`src/hw/rtl/prime_sequence_generator_assert.svh`:
```
// Assertion macros shared by the prime sequence generator RTL.
`ifndef PRIME_SEQUENCE_GENERATOR_ASSERT_SVH
`define PRIME_SEQUENCE_GENERATOR_ASSERT_SVH

`ifndef SYNTHESIS

`define PSG_ASSERT_IMPLY(lbl, clk, rst, ante, cons, msg) \
   lbl: assert property (@(posedge clk) disable iff (rst) (ante) |-> (cons)) \
      else $error(msg);

`define PSG_ASSERT_NEXT(lbl, clk, rst, ante, cons, msg) \
   lbl: assert property (@(posedge clk) disable iff (rst) (ante) |=> (cons)) \
      else $error(msg);

`else

`define PSG_ASSERT_IMPLY(lbl, clk, rst, ante, cons, msg)

`define PSG_ASSERT_NEXT(lbl, clk, rst, ante, cons, msg)

`endif

`endif

```
`src/hw/rtl/psg_divider.sv`:
```
// Restoring divider that produces one quotient bit per cycle.
module psg_divider #(
   parameter int WIDTH = 21
) (
   input  logic             clock,
   input  logic             reset,
   input  logic             start,
   input  logic [WIDTH-1:0] dividend,
   input  logic [WIDTH-1:0] divisor,
   output logic             busy,
   output logic             done,
   output logic [WIDTH-1:0] quotient,
   output logic [WIDTH-1:0] remainder
);

   localparam int CNT_W = $clog2(WIDTH + 1);

   logic [WIDTH-1:0] rem_ff, rem_in;
   logic [WIDTH-1:0] quo_ff, quo_in;
   logic [WIDTH-1:0] den_ff, den_in;
   logic [CNT_W-1:0] cnt_ff, cnt_in;
   logic             busy_ff, busy_in;
   logic             done_ff, done_in;
   logic [WIDTH-1:0] trial;

   assign trial = {rem_ff[WIDTH-2:0], quo_ff[WIDTH-1]};

   always_comb begin
      rem_in  = rem_ff;
      quo_in  = quo_ff;
      den_in  = den_ff;
      cnt_in  = cnt_ff;
      busy_in = busy_ff;
      done_in = 1'b0;
      if (start) begin
         rem_in  = '0;
         quo_in  = dividend;
         den_in  = divisor;
         cnt_in  = CNT_W'(WIDTH);
         busy_in = 1'b1;
      end else if (busy_ff) begin
         if (trial >= den_ff) begin
            rem_in = trial - den_ff;
            quo_in = {quo_ff[WIDTH-2:0], 1'b1};
         end else begin
            rem_in = trial;
            quo_in = {quo_ff[WIDTH-2:0], 1'b0};
         end
         cnt_in = cnt_ff - CNT_W'(1);
         if (cnt_ff == CNT_W'(1)) begin
            busy_in = 1'b0;
            done_in = 1'b1;
         end
      end
   end

   always_ff @(posedge clock) begin
      rem_ff <= rem_in;
      quo_ff <= quo_in;
      den_ff <= den_in;
      cnt_ff <= cnt_in;
      if (reset) begin
         busy_ff <= 1'b0;
         done_ff <= 1'b0;
      end else begin
         busy_ff <= busy_in;
         done_ff <= done_in;
      end
   end

   assign busy      = busy_ff;
   assign done      = done_ff;
   assign quotient  = quo_ff;
   assign remainder = rem_ff;

endmodule

```
`config.mk`:
```
export PLATFORM = sky130hd
export DESIGN_NAME = psg_divider
export DESIGN_NICKNAME = d
export VERILOG_FILES = /design/src/hw/rtl/prime_sequence_generator_assert.svh /design/src/hw/rtl/psg_divider.sv
export SDC_FILE = /design/constraint.sdc
export NUM_CORES = 1
export LEC_CHECK = 0
export ABC_AREA = 1
export BUFFER_PORTS_ARGS = -buffer_cell sky130_fd_sc_hd__buf_2
export CAP_MARGIN = 0
export CORE_MARGIN = 2
export CORE_UTILIZATION = 44
export DETAILED_ROUTE_END_ITERATION = 7
export PLACE_DENSITY = 0.66
export SLEW_MARGIN = 0
export SYNTH_ARGS = -nofsm -noshare
export SYNTH_HDL_FRONTEND = slang
export SYNTH_SLANG_ARGS = --single-unit
export TNS_END_PERCENT = 50
```
`constraint.sdc`:
```
create_clock -name clock -period 2.16 [get_ports clock]
set_clock_uncertainty 0.05 [all_clocks]
set_input_delay 0.216 -clock clock [delete_from_list [all_inputs] [get_ports clock]]
set_output_delay 0.216 -clock clock [all_outputs]
set_load 0.05 [all_outputs]
```
# Word-level counts from Yosys, hierarchy flattened
# Index checks and enable logic that the tools add are counted.
# totals
reg_bits,70
output_inout_bits,44
# classes
addsub,2
magnitude_cmp,1
n_eq_ne,1
mux,8
n_bitwise,1
n_reduce_logical,2
# op_table
cell,n
21-bit 2-to-1 mux,3
21-bit >= comparator,1
21-bit subtractor,1
"5-bit by 1-bit equality test with 1-bit output, second input constant",1
1-bit 2-to-1 mux,5
"5-bit by 1-bit subtractor with 5-bit output, second input constant",1
3-bit OR reduction,1
2-bit nonzero test,1
1-bit NOT,1

# Longest topological paths before layout
# Gate-level depths: netlist of run 1.
# logic_depth
ltp_word,4
ltp_mapped,15

# Least setup slack after synthesis of run 1
# OpenSTA, ideal clock, no wires.
# synth_path
path_type,flip-flop to flip-flop
start,reg quo_ff[20] (netlist: quotient[20])
end,reg rem_ff[16] (netlist: remainder[16])
setup_time_ns,0.114
arrival_ns,2.107
t_required_ns,1.996
path_slack_ns,-0.111
stages_incl_launch_ff,12
path_buffers,0
period_less_slack_ns,2.271
path_cell_list,edfxtp_1 -> inv_1 -> ha_1 -> fa_1 -> o21bai_1 -> nand2_1 -> nand2_1 -> nand2_1 -> nand3_1 -> nand3_1 -> nand2_1 -> nand2_1
# synth_via
elab_chain_len,2
# synth_lines
item,line,source
"start, declared",psg_divider.sv:19,"logic [WIDTH-1:0] quo_ff, quo_in;"
"start signal, assigned",psg_divider.sv:59,quo_ff <= quo_in;
21-bit subtractor or 21-bit >= comparator (tied branches),"psg_divider.sv:43, psg_divider.sv:42",
21-bit 2-to-1 mux *,psg_divider.sv:42,if (trial >= den_ff) begin
"end signal, assigned",psg_divider.sv:58,rem_ff <= rem_in;
"end, declared",psg_divider.sv:18,"logic [WIDTH-1:0] rem_ff, rem_in;"
# Mark *: on every way between the ends. The rest lies on a longest branch, timed or not.
# A chain may end at the register's enable or synchronous reset.

# Worst setup path after layout of run 1
# layout_path
start,reg den_ff[19]
end,reg rem_ff[17] (netlist: remainder[17])
# layout_via
elab_chain_len,2
# layout_lines
item,line,source
"start, declared",psg_divider.sv:20,"logic [WIDTH-1:0] den_ff, den_in;"
"start signal, assigned",psg_divider.sv:60,den_ff <= den_in;
21-bit >= comparator,psg_divider.sv:42,
21-bit 2-to-1 mux,psg_divider.sv:42,
# No other way between the ends.

==> out/results.txt, run 1 <==
hold crit path type = in -> reg
worst slew pin tran = 0.610 ns
syn_area_per_cell = 6.92 µm²
DR pass1 iterations = 4
CP top delay family = simple AND/OR/NAND/NOR gates
total CTS buffers = 9
fin util = 0.576
Netlist cell types = 28
Yosys top cell area share = 0.293
Final WS setup = 0.176 ns
worst-case clock buffer depth = 2
post-synthesis sequential area ratio = 0.423
GRT Total Usage = 0.209
Post-Syn Nets = 691
Rel. slew slack = 0.593
H-tree levels = 3
layout cells sized above 1 = 0.201
most frequent cell after synthesis = nand2_1
Total Power = 3.26 mW
worst vdd ir = 333 µV
Fin. Hold Viols = 0
fin crit period = 1.98 ns
critical path class = reg -> reg
Worst path slowest cell = ha_1
DR WL/cell = 12.0 µm
routability cong. = 0.917
Area Growth Syn to Fin = 29.1%
EDFF count, synth = 42
CP bufs+invs = 2
mapped cell area = 4300 µm²
total wire length = 10,600 µm
Crit. End Element = register
via/cell ratio = 4.61
FF+latch count, synth = 70
Yosys top cell by area = edfxtp_1
status = completed
post-route ant nets = 0
PwrDens = 586 nW/µm²
Detail Placement HPWL = 8010 µm
Max-Cap Viols = 0
DIE AREA = 10,600 µm²
Post-synth ARST share = 0
vias in the first global route = 3,833
CTS tree = done
final setup fails = 0
clk root buf = clkbuf_8
Initial Util = 0.446
Pleak = 2.84 nW
Largest stage delay, worst path = 0.36 ns
startpoint types = register
drt drc = 0
core footprint = 9640 µm²
Post-Place Cell Area = 4970 µm²
die width = 103 µm
most frequent cells after synthesis = nand2_1 (262), inv_1 (97), nor2_1 (77)
worst-skew pair later-pin latency = 0.36 ns
grt total ovfl = 0
IO buf count = 88
row cnt = 36
Max Fclk = 0.504 GHz
ranking of synthesized cells by area = edfxtp_1 (29%), nand2_1 (23%), dfxtp_1 (13%)
initial antenna violation count = 0
I/O Pins = 89
DR vias = 4,082
Clock Sinks = 70
worst endpoint data arrival time = 2.19 ns
total number of yosys warnings = 0
Setup WS pre-CTS = 0.0298 ns
Finished Cell Area = 5550 µm²
unrepaired setup endpoints after global routing = no
Iter 0 DRT Violations = 205
prevailing post-synth register cell = edfxtp_1
Synth Instances = 622
sequence of cells on the critical path = inv_1, ha_1, nand2_1, nor2_4, nand2_1, nor2_1, nand2_2, nand4_4, buf_12, nand3_1, nand2_1, nand2_1
Slew Limit Fails = 0
# nets final = 816
Die Y = 103 µm
Ant. Diodes = 0
CP Max Fanout = 17
Worst path most repeated cell = nand2_1
required time of the worst setup path = 2.36 ns
clk slew on worst S/H paths = 0.08 ns
pin count of the biggest net entering global routing = 35
crit share post-route = 0.918
first-pass GRT wire length = 17,300 µm
registers in the layout, summed over array words and instances, names as in the netlist:
register,cells
den_ff,21
quotient,21
cnt_ff,5
remainder,21
done,1
busy,1
metal layers:
| layer | up-vias | GRT usage | wire length [µm] |
|---|---|---|---|
| met5 | - | 0 | 0 |
| met1 | 1855 | 0.284 | 5080 |
| li1 | 2156 | - | - |
| met3 | 11 | 0.0332 | 368 |
| met4 | 0 | 0.0789 | 167 |
| met2 | 60 | 0.335 | 4960 |
cell families (layout without fill, tap and decap cells):
kind of cell               after synthesis  after routing  share of synthesized area
adders and majority gates               24             24                     0.0715
DFF                                     70             70                      0.423
AOI/OAI and AO/OA                       23             23                     0.0291
buffers and inverters                  110            240                      0.101
and+or+nand+nor                        384            384                      0.352
xor gates and xnor gates                11             11                     0.0224
placed cells by master (no fill, tap or decap), drive strengths merged:
cell and instances:
nand3 30, ha 23, a31oi 1, edfxtp 42, nand3b 1, inv 97, o22ai 1, bufinv 1
nand4 3, dfxtp 28, nor2 79, xor2 2, clkinv 1, xnor2 9, o21bai 3, buf 105
nor3 6, fa 1, and3 1, o21ai 4, a21oi 14, nor4 1, nand2 263, clkinvlp 1
dlygate4sd3 22, clkbuf 13
repair_timing:
| item | in CTS | in global routing |
|---|---|---|
| hold endpoints to repair | 22 | 0 |
| buffers inserted | 0 | 3 |
| endpoints found under the setup margin | 0 | 22 |
| hold buffers | 22 | 0 |
| resized for setup | 0 | 33 |
where the power goes:
group / total, mW / internal, mW / leakage [nW] / switching [mW]
registers: 1.55 / 1.51 / 0.648 / 0.0382
logic: 0.615 / 0.206 / 2.09 / 0.409
clock network: 1.09 / 0.603 / 0.0988 / 0.492
per-stage QoR:
| step | setup TNS [ns] | instances | hold slack, ns |
|---|---|---|---|
| finish | 0 | 885 | 0.0770 |
| detailed placement | 0 | 844 | 0.344 |
| CTS | 0 | 882 | 0.0693 |
| global route | 0 | 885 | 0.0776 |
| global placement | 0 | 844 | 0.342 |
| floorplan | -0.00895 | 622 | 0.245 |
layout make-up:
| cell class | instances | area [µm²] |
|---|---|---|
| Inverter | 97 | 364 |
| Tap cell | 133 | 166 |
| Clock buffer | 13 | 160 |
| Timing Repair Buffer | 127 | 813 |
| Sequential cell | 70 | 1820 |
| Fill cell | 951 | 4090 |
| Clock inverter | 3 | 42.5 |
| Multi-Input combinational cell | 442 | 2190 |
final timing paths:
check | depth (start not counted) | slack, ns | end | start
setup / recovery | 12 | 0.18 | remainder[17] | den_ff[19]
hold / removal | 3 | 0.08 | quotient[13] | dividend[13]
setup reg to reg | 12 | 0.18 | remainder[17] | den_ff[19]
hold reg to reg | 2 | 0.41 | remainder[20] | remainder[20]
worst min-delay path, cell delays in order:
cell	delay, ns
buf_2	0.08
nand2_1	0.04
nand2_1	0.05
Note: power is estimated with default switching activity, not from simulation.
==> run 2, diff against run 1 <==
--- a/config.mk
+++ b/config.mk
@@ -11,7 +11,7 @@
 export CORE_MARGIN = 2
 export CORE_UTILIZATION = 44
 export DETAILED_ROUTE_END_ITERATION = 7
-export PLACE_DENSITY = 0.66
+export PLACE_DENSITY = 0.64
 export SLEW_MARGIN = 0
 export SYNTH_ARGS = -nofsm -noshare
 export SYNTH_HDL_FRONTEND = slang
==> run 2 against run 1 <==
Against the previous run:
- die area is the same
- global-route usage down 0.35 points
- sequential share of layout area fell by 1.8 points
- setup slack worse by 0.075 ns
- non-clock buffer count grew 10
- clock power about the same
- combinational power up 8.1%
- via count up 2.3%
- largest cell class unchanged
- largest power group unchanged
- highest routed layer unchanged
==> out/results.txt, run 2 (same netlist as run 1, synthesis figures left out) <==
status = completed
R2R Path End = remainder[5]
worst slew pin tran = 0.664 ns
# nets final = 826
Non-Filler Instances = 895
Max-Cap Viols = 0
DR vias = 4,177
DR WL/cell = 13.0 µm
Slew Limit Fails = 0
required time of the worst setup path = 2.37 ns
Rel. slew slack = 0.557
CP top delay family = simple AND/OR/NAND/NOR gates
routability cong. = 0.870
GRT Total Usage = 0.205
Detail Placement HPWL = 8010 µm
Ant. Diodes = 0
Fin. Hold Viols = 0
Total Power = 3.27 mW
startpoint types = register
Hold Path Sink = quotient[4]
DR pass1 iterations = 4
initial antenna violation count = 0
Reg power frac = 0.473
R2R setup slack = 0.10 ns
IO buf count = 88
Largest stage delay, worst path = 0.40 ns
CP Launch Point = den_ff[1]
Clock Sinks = 70
PwrDens = 556 nW/µm²
vias in the first global route = 3,678
fin util = 0.611
Area Growth Syn to Fin = 37.0%
core footprint = 9640 µm²
R2R depth = 13
Crit. End Element = register
worst hold path depth = 3
die width = 103 µm
worst vdd ir = 335 µV
Iter 0 DRT Violations = 206
DIE AREA = 10,600 µm²
critical path class = reg -> reg
Initial Util = 0.446
CTS tree = done
placed insts = 847
Setup WS pre-CTS = 0.0414 ns
Max Fclk = 0.486 GHz
hold crit path type = in -> reg
Die Y = 103 µm
fin crit period = 2.06 ns
clk root buf = clkbuf_8
post-route ant nets = 0
total CTS buffers = 9
Cell Int Power = 2.27 mW
CP bufs+invs = 2
crit share post-route = 0.953
pin count of the biggest net entering global routing = 35
drt drc = 0
worst-skew pair later-pin latency = 0.36 ns
Net Switching = 1.01 mW
total wire length = 11,600 µm
Worst path slowest cell = edfxtp_1
clock power share = 0.324
final setup fails = 0
CP Max Fanout = 7
worst r2r src = den_ff[1]
row cnt = 36
Final WS setup = 0.101 ns
worst endpoint data arrival time = 2.26 ns
Hold Startpoint = dividend[4]
sequence of cells on the critical path = inv_1, ha_1, nand2_2, nor2_1, nand2_1, nand3_2, nand2_2, nand4_4, clkbuf_16, nor2_1, nor2_1, nand2_1, nand2_1
first-pass GRT wire length = 16,800 µm
worst-case clock buffer depth = 2
Pleak = 2.90 nW
commonest non-fill, non-tap cell in the layout = nand2_1
clk slew on worst S/H paths = 0.08 ns
combinational share of power = 0.203
H-tree levels = 3
grt total ovfl = 0
most frequent cells in the layout = nand2_1 (247), inv_1 (90), buf_2 (88), nor2_1 (67), edfxtp_1 (42)
Sw Ratio = 0.307
via/cell ratio = 4.67
layout cells sized above 1 = 0.257
I/O Pins = 89
run 2: changes by cell type in the layout (fill, tap and decap cells not counted), sizes merged:
cell / previous run / this run
clkinv: 1 / 0
bufinv: 1 / 0
inv: 97 / 100
buf: 105 / 112
clkbuf: 13 / 15
run 2: area by class of cell:
cell class,count,area (µm²)
Fill cell,910,3750
Multi-Input combinational cell,442,2400
Sequential cell,70,1830
Inverter,97,364
Timing Repair Buffer,137,945
Clock inverter,4,26.3
Clock buffer,12,166
Tap cell,133,166
run 2: stage by stage:
stage               hold WS (ns)   TNS, ns  instance area [µm²]
finish                    0.0695         0                 5890
global route              0.0653   -0.0927                 5890
CTS                       0.0563         0                 5410
detailed placement         0.344         0                 5000
global placement           0.342         0                 5000
floorplan                  0.245  -0.00895                 4310
run 2: tightest hold or removal path, stage by stage:
cell	delay [ns]
buf_2	0.07
nand2_1	0.04
nand2_1	0.05
run 2: layer usage:
layer	wire, µm	GRT usage
met1	5530	0.286
met2	5460	0.324
met3	484	0.0434
met4	147	0.0557
met5	0	0
run 2: what timing repair did:
item / in CTS / in global routing
endpoints found under the setup margin: 0 / 21
resized for setup: 0 / 70
hold buffers: 22 / 0
buffers inserted: 0 / 6
hold endpoints to repair: 22 / 0
run 2: how the worst max path moves through the flow:
stage / to / slack [ns] / depth (start not counted)
after detailed placement: remainder[18] / 0.04 / 13
after global placement: remainder[18] / 0.03 / 13
after floorplan: remainder[18] / -0.009 / 13
after global routing: remainder[20] / -0.03 / 13
after CTS: remainder[18] / 0.02 / 13
final: remainder[5] / 0.10 / 13
run 2: power by group through the flow:
stage / registers (mW) / clock network (mW) / logic (mW)
floorplan: 1.72 / 0 / 0.236
global placement: 1.57 / 0 / 0.554
detailed placement: 1.58 / 0 / 0.559
CTS: 1.55 / 1.09 / 0.592
global route: 1.56 / 1.14 / 0.722
finish: 1.55 / 1.06 / 0.665
==> run 3, diff against run 2 <==
--- a/config.mk
+++ b/config.mk
@@ -6,12 +6,12 @@
 export NUM_CORES = 1
 export LEC_CHECK = 0
 export ABC_AREA = 1
-export BUFFER_PORTS_ARGS = -buffer_cell sky130_fd_sc_hd__buf_2
 export CAP_MARGIN = 0
 export CORE_MARGIN = 2
 export CORE_UTILIZATION = 44
 export DETAILED_ROUTE_END_ITERATION = 7
-export PLACE_DENSITY = 0.64
+export DONT_BUFFER_PORTS = 1
+export PLACE_DENSITY = 0.57
 export SLEW_MARGIN = 0
 export SYNTH_ARGS = -nofsm -noshare
 export SYNTH_HDL_FRONTEND = slang
==> run 3 against run 2 <==
Against the previous run:
- clock-buffer cell count decreased by 2
- largest power group unchanged
- register-to-register slack improved by 0.03 ns
- hold slack got worse by 0.033 ns
- fmax increased by 1.5%
- first-iteration DRC count decreased by 13%
- via count decreased by 4.6%
- combinational power decreased by 31%
- sequential share of layout area increased by 1.5 points
- die area unchanged
- power decreased by 2.5%
- sequential cell count unchanged
- cell area decreased by 4.7%
==> out/results.txt, run 3 (same netlist as run 1, synthesis figures left out) <==
status = completed
Finished Cell Area = 5610 µm²
critical path class = reg -> reg
Hold Path Sink = remainder[1]
fin util = 0.582
most frequent cells in the layout = nand2_1 (249), inv_1 (95), nor2_1 (71), edfxtp_1 (42), dlygate4sd3_1 (42)
pin count of the biggest net entering global routing = 47
Iter 0 DRT Violations = 180
DR vias = 3,983
post-route setup TNS = 0 ns
CP Max Fanout = 3
drt drc = 0
Pleak = 2.65 nW
Rel. slew slack = 0.489
worst endpoint data arrival time = 2.25 ns
crit share post-route = 0.939
sequence of cells on the critical path = inv_1, ha_1, fa_2, o21bai_2, nand2_1, nand2_1, nand2_1, nand3_1, nand3_1, nand2_1, nand2_1
area of the multi-input gates = 2300 µm²
Detail Placement HPWL = 7610 µm
H-tree levels = 3
I/O Pins = 89
Worst path most repeated cell = nand2_1
first-pass GRT wire length = 17,000 µm
R2R depth = 11
die width = 103 µm
grt total ovfl = 0
Crit. End Element = register
hold crit path type = in -> reg
layout cells sized above 1 = 0.136
CP bufs+invs = 1
DR WL/cell = 13.2 µm
Hold Startpoint = start
Slew Limit Fails = 0
DIE AREA = 10,600 µm²
worst slew pin tran = 0.765 ns
DR pass1 iterations = 5
R2R Path End = remainder[16]
IO buf count = 0
total wire length = 11,100 µm
Largest stage delay, worst path = 0.39 ns
Clock Sinks = 70
Worst path slowest cell = fa_2
CTS tree = done
Fill cells = 963
worst-case clock buffer depth = 2
worst r2r src = quotient[20]
# nets final = 769
Initial Util = 0.446
required time of the worst setup path = 2.38 ns
clk root buf = clkbuf_8
final hold slack = 0.0367 ns
row cnt = 36
clk slew on worst S/H paths = 0.08 ns
CP top delay family = simple AND/OR/NAND/NOR gates
vias in the first global route = 3,699
worst-skew pair later-pin latency = 0.38 ns
worst vdd ir = 533 µV
worst hold path depth = 3
Max Fclk = 0.493 GHz
PwrDens = 568 nW/µm²
core footprint = 9640 µm²
post-route ant nets = 0
R2R setup slack = 0.13 ns
Fin. Hold Viols = 0
initial antenna violation count = 0
GRT Total Usage = 0.209
total CTS buffers = 9
Ant. Diodes = 0
Area Growth Syn to Fin = 30.5%
startpoint types = register
commonest non-fill, non-tap cell in the layout = nand2_1
final setup fails = 0
routability cong. = 0.903
via/cell ratio = 4.75
Die Y = 103 µm
fin crit period = 2.03 ns
Max-Cap Viols = 0
Post-Place Cell Area = 4660 µm²
Reg area = 1820 µm²
[run 3: what timing repair did]
item,in CTS,in global routing
hold buffers,43,0
buffers inserted,0,2
resized for setup,0,50
setup endpoints to repair,0,21
hold endpoints to repair,68,0
[run 3: how the worst max path moves through the flow]
stage                      start             to  depth (start not counted)
floorplan           quotient[20]  remainder[18]                         13
global placement      den_ff[18]  remainder[19]                         12
detailed placement    den_ff[18]  remainder[15]                         13
CTS                   den_ff[18]   remainder[3]                         13
global route          den_ff[19]   remainder[3]                         13
finish              quotient[20]  remainder[16]                         11
[run 3: layout make-up]
class,count,area share
multi-input combinational,442,0.409
sequential,70,0.324
timing repair buffer,80,0.138
inverter,97,0.0649
tap,133,0.0296
clock buffer,10,0.0227
clock inverter,6,0.0111
[run 3: power breakdown]
part           switching (mW)  internal, mW  leakage, nW  total, mW
clock                   0.515         0.529       0.0899       1.04
combinational           0.264         0.196         1.91      0.460
sequential              0.177          1.51        0.648       1.69
total                   0.956          2.24         2.65       3.19
[run 3: worst min-delay path, cell delays in order]
cell,delay (ns)
nor2_1,0.06
nand3_1,0.09
nand2_1,0.04
[run 3: layer usage]
metal  GRT usage  up-vias  part of all wire
met5           0        -                 0
met4      0.0840        0             0.019
met3      0.0610       17             0.060
met2       0.323      106              0.45
met1       0.277     1800              0.47
li1            -     2060                 -
[run 3: per-stage QoR]
step	total power [mW]	setup slack (ns)	instances
5_1_grt	3.34	-0.0188	838
4_1_cts	3.19	0.107	834
6_report	3.19	0.131	838
2_1_floorplan	1.96	-0.00895	622
3_5_place_dp	2.05	0.133	775
3_3_place_gp	2.04	0.145	775
